`config.mk`:
```
export PLATFORM = sky130hd
export DESIGN_NAME = rgb_to_hsl_converter
export DESIGN_NICKNAME = d
export VERILOG_FILES = /design/src/rtl/rgbhsl_pkg.sv /design/src/rtl/rgbhsl_div.sv /design/src/rtl/rgb_to_hsl_converter.sv
export SDC_FILE = /design/constraint.sdc
export NUM_CORES = 1
export LEC_CHECK = 0
export BUFFER_PORTS_ARGS = -buffer_cell sky130_fd_sc_hd__buf_2
export CAP_MARGIN = 5
export CORE_AREA = 10 10 223 309
export DETAILED_ROUTE_END_ITERATION = 8
export DIE_AREA = 0 0 233 319
export GPL_TIMING_DRIVEN = 0
export PLACE_DENSITY = 0.71
export RECOVER_POWER = 25
export REMOVE_ABC_BUFFERS = 1
export SLEW_MARGIN = 20
export SYNTH_ARGS = -nofsm -noshare
export SYNTH_HDL_FRONTEND = slang
export SYNTH_SLANG_ARGS = --single-unit
```
`constraint.sdc`:
```
create_clock -name clk -period 7.7 [get_ports clk]
set_input_delay 1.155 -clock clk [delete_from_list [all_inputs] [get_ports clk]]
set_output_delay 1.155 -clock clk [all_outputs]
set_load 0.02 [all_outputs]
```
`src/rtl/rgbhsl_pkg.sv`:
```
// shared constants and types for the rgb to hsl converter
package rgbhsl_pkg;

  localparam int CHAN_W = 8;
  localparam int HUE_W = 15;
  localparam int SAT_W = 16;
  localparam int LIGHT_W = 9;

  localparam int HUE_SIXTH = 3840;
  localparam int HUE_TURN = 23040;
  localparam int HUE_GREEN_BASE = 2 * HUE_SIXTH;
  localparam int HUE_BLUE_BASE = 4 * HUE_SIXTH;
  localparam int LIGHT_FULL = 510;
  localparam int LIGHT_HALF = 255;

  localparam int DIV_DEN_W = 8;
  localparam int DIV_QUO_W = 16;
  localparam int DIV_NUM_W = DIV_DEN_W + DIV_QUO_W;
  localparam int DIV_BITS_PER_STAGE = 2;
  localparam int DIV_STAGES = DIV_QUO_W / DIV_BITS_PER_STAGE;

  localparam int HUE_Q_W = 12;

  localparam int LATENCY = DIV_STAGES + 3;

  typedef enum logic [1:0] {
    SECT_RED,
    SECT_GREEN,
    SECT_BLUE
  } sector_t;

endpackage

```
`src/rtl/rgbhsl_div.sv`:
```
// pipelined restoring divider, two quotient bits per stage
module rgbhsl_div (
  input  logic                               clk,
  input  logic                               rst,
  input  logic                               in_valid,
  input  logic [rgbhsl_pkg::DIV_NUM_W-1:0]   num,
  input  logic [rgbhsl_pkg::DIV_DEN_W-1:0]   den,
  output logic                               out_valid,
  output logic [rgbhsl_pkg::DIV_QUO_W-1:0]   quot,
  output logic                               rem_nz
);

  typedef struct packed {
    logic [rgbhsl_pkg::DIV_DEN_W-1:0] rem;
    logic [rgbhsl_pkg::DIV_QUO_W-1:0] low;
    logic [rgbhsl_pkg::DIV_QUO_W-1:0] quot;
    logic [rgbhsl_pkg::DIV_DEN_W-1:0] den;
  } div_stage_t;

  div_stage_t stage [rgbhsl_pkg::DIV_STAGES];
  div_stage_t stage_next [rgbhsl_pkg::DIV_STAGES];
  logic [rgbhsl_pkg::DIV_STAGES-1:0] valid;

  for (genvar i = 0; i < rgbhsl_pkg::DIV_STAGES; i++) begin : g_stage
    div_stage_t prev;

    if (i == 0) begin : g_first
      always_comb begin
        prev.rem = num[rgbhsl_pkg::DIV_NUM_W-1:rgbhsl_pkg::DIV_QUO_W];
        prev.low = num[rgbhsl_pkg::DIV_QUO_W-1:0];
        prev.quot = '0;
        prev.den = den;
      end
    end else begin : g_rest
      always_comb begin
        prev = stage[i-1];
      end
    end

    always_comb begin
      div_stage_t s;
      logic [rgbhsl_pkg::DIV_DEN_W:0] trial;
      logic qbit;
      s = prev;
      for (int k = 0; k < rgbhsl_pkg::DIV_BITS_PER_STAGE; k++) begin
        trial = {s.rem, s.low[rgbhsl_pkg::DIV_QUO_W-1]};
        qbit = (trial >= {1'b0, s.den});
        if (qbit) begin
          trial = trial - {1'b0, s.den};
        end
        s.rem = trial[rgbhsl_pkg::DIV_DEN_W-1:0];
        s.low = {s.low[rgbhsl_pkg::DIV_QUO_W-2:0], 1'b0};
        s.quot = {s.quot[rgbhsl_pkg::DIV_QUO_W-2:0], qbit};
      end
      stage_next[i] = s;
    end

    always_ff @(posedge clk) begin
      stage[i] <= stage_next[i];
      if (rst) begin
        valid[i] <= 1'b0;
      end else begin
        valid[i] <= (i == 0) ? in_valid : valid[(i == 0) ? 0 : i-1];
      end
    end
  end

  assign out_valid = valid[rgbhsl_pkg::DIV_STAGES-1];
  assign quot = stage[rgbhsl_pkg::DIV_STAGES-1].quot;
  assign rem_nz = |stage[rgbhsl_pkg::DIV_STAGES-1].rem;

  // a word leaving the divider entered it and passed through every divider stage
  a_div_latency: assert property (@(posedge clk) disable iff (rst)
    out_valid |-> $past(in_valid, rgbhsl_pkg::DIV_STAGES))
    else $error("divider output without matching input");

  // remainder always stays below a nonzero divisor
  a_div_rem: assert property (@(posedge clk) disable iff (rst)
    (out_valid && (stage[rgbhsl_pkg::DIV_STAGES-1].den != '0)) |->
      (stage[rgbhsl_pkg::DIV_STAGES-1].rem < stage[rgbhsl_pkg::DIV_STAGES-1].den))
    else $error("divider remainder out of range");

  // no word accepted before reset survives it
  a_div_flush: assert property (@(posedge clk)
    rst |=> (valid == '0))
    else $error("divider valid bits not cleared by reset");

endmodule

```
`src/rtl/rgb_to_hsl_converter.sv`:
```
// rgb to hsl converter top level: channel analysis, dividers and hue assembly
//
//  channel  | handshake           | fields
//  ---------+---------------------+---------------------------------------------
//  pixel in | start / busy        | red_in green_in blue_in alpha_in
//  hsl out  | done (one cycle)    | hue_out saturation_out lightness_out alpha_out
//
// one word per cycle; a word goes from start to done through two front stages,
// the 8-stage dividers (2 quotient bits per stage)
// and the output register
// busy stays low; the pipeline never stalls since results cannot be held off
// synchronous reset clears only the valid bits; words in flight are dropped
module rgb_to_hsl_converter (
  input  logic                              clk,
  input  logic                              rst,
  input  logic                              start,
  output logic                              busy,
  input  logic [rgbhsl_pkg::CHAN_W-1:0]     red_in,
  input  logic [rgbhsl_pkg::CHAN_W-1:0]     green_in,
  input  logic [rgbhsl_pkg::CHAN_W-1:0]     blue_in,
  input  logic [rgbhsl_pkg::CHAN_W-1:0]     alpha_in,
  output logic                              done,
  output logic [rgbhsl_pkg::HUE_W-1:0]      hue_out,
  output logic [rgbhsl_pkg::SAT_W-1:0]      saturation_out,
  output logic [rgbhsl_pkg::LIGHT_W-1:0]    lightness_out,
  output logic [rgbhsl_pkg::CHAN_W-1:0]     alpha_out
);

  typedef struct packed {
    rgbhsl_pkg::sector_t                 sector;
    logic                                diff_neg;
    logic                                gray;
    logic [rgbhsl_pkg::LIGHT_W-1:0]      sum;
    logic [rgbhsl_pkg::CHAN_W-1:0]       alpha;
  } meta_t;

  typedef struct packed {
    meta_t                               meta;
    logic [rgbhsl_pkg::CHAN_W-1:0]       delta;
    logic [rgbhsl_pkg::CHAN_W-1:0]       den;
    logic [rgbhsl_pkg::CHAN_W-1:0]       diff_mag;
  } analyze_t;

  typedef struct packed {
    meta_t                               meta;
    logic [rgbhsl_pkg::CHAN_W-1:0]       delta;
    logic [rgbhsl_pkg::CHAN_W-1:0]       den;
    logic [rgbhsl_pkg::DIV_NUM_W-1:0]    sat_num;
    logic [rgbhsl_pkg::DIV_NUM_W-1:0]    hue_num;
  } numer_t;

  analyze_t s1;
  analyze_t s1_next;
  logic     s1_valid;
  numer_t   s2;
  numer_t   s2_next;
  logic     s2_valid;
  meta_t    meta_pipe [rgbhsl_pkg::DIV_STAGES];

  logic                               sat_valid;
  logic [rgbhsl_pkg::DIV_QUO_W-1:0]   sat_quot;
  logic                               sat_rem_nz;
  logic                               hue_valid;
  logic [rgbhsl_pkg::DIV_QUO_W-1:0]   hue_quot;
  logic                               hue_rem_nz;

  logic [rgbhsl_pkg::HUE_W-1:0]       hue_next;
  logic [rgbhsl_pkg::SAT_W-1:0]       sat_next;

  assign busy = 1'b0;

  // stage 1: max, min, sector, signed difference, lightness sum and saturation denominator
  always_comb begin
    logic [rgbhsl_pkg::CHAN_W-1:0] mx;
    logic [rgbhsl_pkg::CHAN_W-1:0] mn;
    logic [rgbhsl_pkg::CHAN_W:0]   diff;
    logic [rgbhsl_pkg::LIGHT_W-1:0] sum;
    logic [rgbhsl_pkg::LIGHT_W-1:0] far;
    mx = red_in;
    mn = red_in;
    if (green_in > mx) mx = green_in;
    if (blue_in > mx) mx = blue_in;
    if (green_in < mn) mn = green_in;
    if (blue_in < mn) mn = blue_in;
    sum = {1'b0, mx} + {1'b0, mn};
    far = rgbhsl_pkg::LIGHT_W'(rgbhsl_pkg::LIGHT_FULL) - sum;
    if (red_in == mx) begin
      s1_next.meta.sector = rgbhsl_pkg::SECT_RED;
      diff = {1'b0, green_in} - {1'b0, blue_in};
    end else if (green_in == mx) begin
      s1_next.meta.sector = rgbhsl_pkg::SECT_GREEN;
      diff = {1'b0, blue_in} - {1'b0, red_in};
    end else begin
      s1_next.meta.sector = rgbhsl_pkg::SECT_BLUE;
      diff = {1'b0, red_in} - {1'b0, green_in};
    end
    s1_next.meta.diff_neg = diff[rgbhsl_pkg::CHAN_W];
    s1_next.diff_mag = diff[rgbhsl_pkg::CHAN_W] ?
      rgbhsl_pkg::CHAN_W'(-diff) : diff[rgbhsl_pkg::CHAN_W-1:0];
    s1_next.meta.gray = (mx == mn);
    s1_next.meta.sum = sum;
    s1_next.meta.alpha = alpha_in;
    s1_next.delta = mx - mn;
    s1_next.den = (sum <= rgbhsl_pkg::LIGHT_W'(rgbhsl_pkg::LIGHT_HALF)) ?
      sum[rgbhsl_pkg::CHAN_W-1:0] : far[rgbhsl_pkg::CHAN_W-1:0];
  end

  // stage 2: scaled numerators, delta*65535 and |diff|*3840
  always_comb begin
    s2_next.meta = s1.meta;
    s2_next.delta = s1.delta;
    s2_next.den = s1.den;
    s2_next.sat_num = {s1.delta, {rgbhsl_pkg::DIV_QUO_W{1'b0}}}
                      - rgbhsl_pkg::DIV_NUM_W'(s1.delta);
    s2_next.hue_num = (rgbhsl_pkg::DIV_NUM_W'(s1.diff_mag) << 12)
                      - (rgbhsl_pkg::DIV_NUM_W'(s1.diff_mag) << 8);
  end

  always_ff @(posedge clk) begin
    s1 <= s1_next;
    s2 <= s2_next;
    if (rst) begin
      s1_valid <= 1'b0;
      s2_valid <= 1'b0;
    end else begin
      s1_valid <= start && !busy;
      s2_valid <= s1_valid;
    end
  end

  rgbhsl_div u_sat_div (
    .clk       (clk),
    .rst       (rst),
    .in_valid  (s2_valid),
    .num       (s2.sat_num),
    .den       (s2.den),
    .out_valid (sat_valid),
    .quot      (sat_quot),
    .rem_nz    (sat_rem_nz)
  );

  rgbhsl_div u_hue_div (
    .clk       (clk),
    .rst       (rst),
    .in_valid  (s2_valid),
    .num       (s2.hue_num),
    .den       (s2.delta),
    .out_valid (hue_valid),
    .quot      (hue_quot),
    .rem_nz    (hue_rem_nz)
  );

  // side data rides alongside the dividers
  always_ff @(posedge clk) begin
    meta_pipe[0] <= s2.meta;
    for (int i = 1; i < rgbhsl_pkg::DIV_STAGES; i++) begin
      meta_pipe[i] <= meta_pipe[i-1];
    end
  end

  // final stage: hue assembly with floor toward minus infinity off the red sector
  always_comb begin
    meta_t m;
    logic [rgbhsl_pkg::HUE_W-1:0] base;
    logic [rgbhsl_pkg::HUE_W-1:0] hq;
    logic [rgbhsl_pkg::HUE_W-1:0] adj;
    m = meta_pipe[rgbhsl_pkg::DIV_STAGES-1];
    hq = rgbhsl_pkg::HUE_W'(hue_quot[rgbhsl_pkg::HUE_Q_W-1:0]);
    adj = '0;
    case (m.sector)
      rgbhsl_pkg::SECT_RED: begin
        base = m.diff_neg ? rgbhsl_pkg::HUE_W'(rgbhsl_pkg::HUE_TURN) : '0;
      end
      rgbhsl_pkg::SECT_GREEN: begin
        base = rgbhsl_pkg::HUE_W'(rgbhsl_pkg::HUE_GREEN_BASE);
        adj = rgbhsl_pkg::HUE_W'(hue_rem_nz);
      end
      rgbhsl_pkg::SECT_BLUE: begin
        base = rgbhsl_pkg::HUE_W'(rgbhsl_pkg::HUE_BLUE_BASE);
        adj = rgbhsl_pkg::HUE_W'(hue_rem_nz);
      end
      default: begin
        base = '0;
      end
    endcase
    if (m.gray) begin
      hue_next = '0;
      sat_next = '0;
    end else begin
      hue_next = m.diff_neg ? (base - hq - adj) : (base + hq);
      sat_next = sat_quot;
    end
  end

  always_ff @(posedge clk) begin
    hue_out <= hue_next;
    saturation_out <= sat_next;
    lightness_out <= meta_pipe[rgbhsl_pkg::DIV_STAGES-1].sum;
    alpha_out <= meta_pipe[rgbhsl_pkg::DIV_STAGES-1].alpha;
    if (rst) begin
      done <= 1'b0;
    end else begin
      done <= sat_valid;
    end
  end

  // both dividers run in lockstep
  a_div_lockstep: assert property (@(posedge clk) disable iff (rst)
    sat_valid == hue_valid)
    else $error("divider valid bits out of step");

  // every result word comes from a pixel accepted on start while not busy
  a_latency: assert property (@(posedge clk) disable iff (rst)
    done |-> $past(start && !busy, rgbhsl_pkg::LATENCY))
    else $error("result word without matching pixel");

  // hue stays within one turn
  a_hue_range: assert property (@(posedge clk) disable iff (rst)
    done |-> (hue_out < rgbhsl_pkg::HUE_W'(rgbhsl_pkg::HUE_TURN)))
    else $error("hue out of range");

  // black pixel gives zero hue and saturation
  a_black: assert property (@(posedge clk) disable iff (rst)
    (done && (lightness_out == '0)) |-> ((hue_out == '0) && (saturation_out == '0)))
    else $error("black pixel with nonzero hue or saturation");

  // sector quotient never exceeds one sixth of a turn
  a_hue_quot: assert property (@(posedge clk) disable iff (rst)
    (hue_valid && !meta_pipe[rgbhsl_pkg::DIV_STAGES-1].gray) |->
      (hue_quot <= rgbhsl_pkg::DIV_QUO_W'(rgbhsl_pkg::HUE_SIXTH)))
    else $error("hue quotient above one sector");

  // gray pixel gives zero saturation; the saturation remainder is not used past the divider
  a_sat_gray: assert property (@(posedge clk) disable iff (rst)
    (sat_valid && meta_pipe[rgbhsl_pkg::DIV_STAGES-1].gray) |=> (saturation_out == '0))
    else $error("gray pixel with nonzero saturation");

  logic unused_sat_rem;
  assign unused_sat_rem = sat_rem_nz;

endmodule

```
==> results.toml, run 1 <==
[layout]
mostFrequentLayoutCells = "dfxtp_1 (731), inv_1 (360), ha_1 (344)"
syn_to_final_growth_pct = 11.99
drive_gt1_share_pct = 13.54
diodes = 0
nets = 3578
final_cells = 4052
final_design_area_no_fill_sq_um = 35630
final_common_cell = "dfxtp_1"

[sta]
fin_crit_ps = 7149
max_freq_mhz = 139.9
finalCritPeriodShare_pct = 92.85
rsz0062_at_grt = "no"
finalSetupViolCount = 0
slew_viol_final = 0
tightest_slew_ps = 976.0
relSlewSlack_pct = 34.70
hold_viol = 0
skew_ps = 32.69

[place]
gp_congestion = 0.8920
dpl-instance-area_sq_um = 33170
port_buffers = 83
place_inst = 3928
dp_hpwl_um = 43970

[clock_tree]
cts_setup_buffers = 0
clockRootBuffer = "clkbuf_16"
numCtsBuffers = 68
clk-insertion-delay-late_ps = 620
clockBufferDepth = 3
cts_htree_levels = 3
cts.clk_slew.worst_paths_ps = 60
cts.hold.buffers_added = 0
post_cts_resized = 0
cts_tree = "built"
clkSinkCount = 732

[synth]
synthTopCellsByArea = "dfxtp_1 (46%), ha_1 (14%), mux2_2 (7.4%)"
async_reset_ff_share_pct = 0
ys_seq_area_share_pct = 46.06
synth_flop_cell = "dfxtp_1"
synth_cells = 3043
synth_enable_flop_cells = 0
ys_warn_count = 0
syn_area_per_cell_sq_um = 10.45
synth_area_sq_um = 31810
synth_area_leader_cell = "dfxtp_1"
synth_top_area_share_pct = 46.06
ys_ff_latch = 732
ys_types = 59

[worst_setup_path]
end_kind = "register"
worstPathArrival_ps = 7700
startpoint_type = "primary input"
critPathMaxFanout = 19
worstReg2RegEnd = "u_sat_div.stage[3][45]"
timing.rr.start = "u_sat_div.stage[2][1]"
cp.required_ps = 8250
crit_type = "primary input to register"
r2r_cells = 23
reg2reg_slack_ps = 1260

[die]
die_area_sq_um = 74330
start_util_pct = 50.49
die_w_um = 233
std_cell_rows = 109
die-height_um = 319
core_sq_um = 63010
ios = 85

[global_route]
antenna_found_initial = 0
gr-usage-all-layers_pct = 15.29
grt_max_degree = 34
grt_pass1_vias = 21050
grt-ovfl-total = 0
grt_pass1_wl_um = 95310

[hold_path]
hold_class = "register to register"
min_to = "u_sat_div.stage[4][33]"
holdPathStages = 0
hold_start = "u_sat_div.stage[3][31]"

[detailed_routing]
drcViolationCount = 0
routedWlPerCell_um = 13.96
drt_first_pass_iters = 4
antenna_left = 0
viasPerCell = 5.018
wirelength_um = 56580
vias = 20330
drt_iter0_markers = 614

[run]
drv_cap = 0

[run_status]
status = "finished, final reports clean"
sequential cells by signal, summed over array words and instances, names as in the netlist:
signal and cells:
alpha_out 8, done 1, hue_out 15, lightness_out 9, meta_pipe 164, s1 43, s1_valid 1, s2 70
s2_valid 1, saturation_out 16, u_hue_div.stage 168, u_sat_div.out_valid 1, u_sat_div.stage 228, u_sat_div.valid 7
final cells by class:
type,count,area [sq um]
fill,5401,27380
multi-input combinational,1919,15680
sequential,732,14660
clock buffer,80,1797
inverter,360,1351
tap,832,1041
clock inverter,44,661.9
timing repair buffer,85,442.9
worst max-delay path, stage by stage:
cell	delay, ps
buf_2	170
inv_1	90
ha_1	340
nand3_1	160
o221ai_1	190
nor2_1	790
mux2i_1	340
ha_1	270
nor2b_1	140
o211ai_1	160
a21oi_1	100
o22ai_2	680
mux2_2	450
ha_1	240
fa_1	400
a21o_1	190
a21oi_1	220
o21bai_1	90
a21oi_1	220
xnor2_1	260
nand4_1	200
a31oi_1	200
a21oi_1	170
a41oi_1	290
xor2_1	160
cell usage after synthesis, types with 42 or more instances:
cell and number:
a21o_1 55, inv_1 360, a21oi_1 142, dfxtp_1 732, nor2b_1 99, xnor2_1 116, nand2_1 108, mux2i_1 42
nor2_1 188, xor2_1 90, ha_1 344, o21ai_0 154, mux2_2 208
routing by layer:
layer  global-route usage [%]  part of all wire [%]
met5                        0                     0
met4                    6.938                   3.6
met3                    2.328                   2.9
met2                    30.58                    56
met1                    14.80                    38
stage by stage:
stage / hold slack [ps] / setup slack (ps) / util (%) / TNS [ps]
2_1_floorplan: 309.6 / 653.0 / - / 0
3_3_place_gp: 309.6 / -813.9 / 52.60 / -4215
3_5_place_dp: 312.1 / -36.07 / 52.64 / -36.07
4_1_cts: 305.6 / 611.1 / 56.55 / 0
5_1_grt: 316.6 / 57.02 / 56.55 / 0
6_report: 308.5 / 550.7 / 56.55 / 0
worst max-delay path by stage:
| stage | depth (start not counted) | to | startpoint |
|---|---|---|---|
| 2_1_floorplan | 24 | s1[14] | green_in[4] |
| 3_3_place_gp | 25 | s1[14] | green_in[7] |
| 3_5_place_dp | 25 | s1[14] | green_in[7] |
| 4_1_cts | 25 | s1[14] | green_in[7] |
| 5_1_grt | 26 | s1[12] | green_in[4] |
| 6_report | 25 | s1[14] | green_in[7] |
cells by family after synthesis:
group | synth area share [%]
compound gates | 10.45
simple gates | 8.755
other cells | 0.01179
fa+ha+maj | 15.61
buf+inv | 4.653
mux | 8.790
flops | 46.06
xor+xnor | 5.671
Power of run 1 is left out: the tool's default activity adds up to more than one toggle a clock period on the data nets, which glitch-free logic cannot reach.
==> run 2, diff against run 1 <==
MAX_ROUTING_LAYER = met4   (was not set)
==> run 2 against run 1 <==
Compared with the run above:
- register-to-register slack about the same
- routed wire length about the same
- flip-flop and latch count unchanged
- die area unchanged
- worst setup slack worse by 4.3 ps
- sequential share of layout area unchanged
- clock-buffer cell count unchanged
- utilization unchanged
- critical path depth unchanged
- cell count unchanged
- via count about the same
- maximum frequency about the same
==> results.toml, run 2 (synthesis results as in run 1) <==
[detailed_routing]
antenna_left = 0
drt_first_pass_iters = 5
wirelength_um = 56600
drt_iter0_markers = 620
vias = 20340
viasPerCell = 5.019
routedWlPerCell_um = 13.97
drcViolationCount = 0

[layout]
diodes = 0
reg_top3 = "u_sat_div.stage x228, u_hue_div.stage x168, meta_pipe x164"
syn_to_final_growth_pct = 11.99
final_util_pct = 56.55
nets = 3578
final_common_cell = "dfxtp_1"
largest-register = "u_sat_div.stage"
largest_reg_flops = 228
drive_gt1_share_pct = 13.54
mostFrequentLayoutCells = "dfxtp_1 (731), inv_1 (360), ha_1 (344)"

[sta]
slew_viol_final = 0
skew_ps = 32.11
relSlewSlack_pct = 34.92
hold_viol = 0
max_freq_mhz = 139.8
rsz0062_at_grt = "no"
finalCritPeriodShare_pct = 92.90
fin_crit_ps = 7154
finalSetupViolCount = 0
tightest_slew_ps = 972.6

[global_route]
gr-usage-all-layers_pct = 15.75
grt_max_degree = 34
grt_pass1_vias = 21040
use_met2_pct = 30.59
grt-busiest-layer = "met2"
use_met1_pct = 14.87
use_met3_pct = 2.284
antenna_found_initial = 0
grt-ovfl-total = 0
grt_pass1_wl_um = 95390

[worst_setup_path]
critPathMaxStageDelay_ps = 790
startpoint_type = "primary input"
cp_common_cell = "a21oi_1"
critPathMaxFanout = 19
end_kind = "register"
cp_slowest_cell = "nor2_1"
crit_type = "primary input to register"
worstPathArrival_ps = 7700
cp.required_ps = 8250

[die]
die_area_sq_um = 74330
ios = 85
core_sq_um = 63010
die_w_um = 233
start_util_pct = 50.49
die-height_um = 319
std_cell_rows = 109

[clock_tree]
cts_setup_buffers = 0
clockBufferDepth = 3
post_cts_resized = 0
cts_tree = "built"
cts_htree_levels = 3
clockRootBuffer = "clkbuf_16"
clk-insertion-delay-late_ps = 620
cts.hold.buffers_added = 0
numCtsBuffers = 68
cts.clk_slew.worst_paths_ps = 60
clkSinkCount = 732

[place]
dp_hpwl_um = 43970
port_buffers = 83
gp_congestion = 0.9070

[hold_path]
hold_class = "register to register"

[run_status]
status = "finished, final reports clean"

[run]
drv_cap = 0
run 2: cell counts in the layout (fill, tap and decap cells not counted):
No cell type changed its count.
run 2: final timing paths:
path	start	to	slack, ps	cells after the start
worst max-delay path	green_in[5]	s1[14]	550	25
worst min-delay path	u_sat_div.stage[3][31]	u_sat_div.stage[4][33]	310	0
worst max register to register	u_sat_div.stage[2][1]	u_sat_div.stage[3][45]	1260	23
worst min register to register	u_sat_div.stage[3][31]	u_sat_div.stage[4][33]	310	0
run 2: critical path: cells and delay by family:
kind | cells | cell delay (ps)
AOI/OAI and AO/OA | 11 | 2510
and+or+nand+nor | 4 | 1280
adders and majority gates | 4 | 1260
muxes | 2 | 790
xor gates and xnor gates | 2 | 430
buffers and inverters | 2 | 280
run 2: layout make-up:
class                           count  area (sq um)
Timing Repair Buffer               85         442.9
Clock inverter                     44         661.9
Sequential cell                   732         14660
Fill cell                        5401         27380
Multi-Input combinational cell   1919         15680
Clock buffer                       80          1797
Tap cell                          832          1041
Inverter                          360          1351
run 2: per-layer routing:
metal | part of all wire [%] | vias up
met5 | 0 | -
met4 | 3.5 | 0
met3 | 2.7 | 131
met2 | 56 | 237
met1 | 38 | 9437
li1 | - | 10530
run 2: metrics by stage:
step	TNS (ps)	instance area [sq um]	cells	setup slack (ps)	hold WS, ps
3_5_place_dp	-36.07	33170	3928	-36.07	312.1
5_1_grt	0	35630	4052	57.01	315.6
6_report	0	35630	4052	546.4	310.8
2_1_floorplan	0	31680	3011	653.0	309.6
4_1_cts	0	35630	4052	611.1	305.6
3_3_place_gp	-4215	33140	3926	-813.9	309.6
Power of run 2 is left out for the same reason.
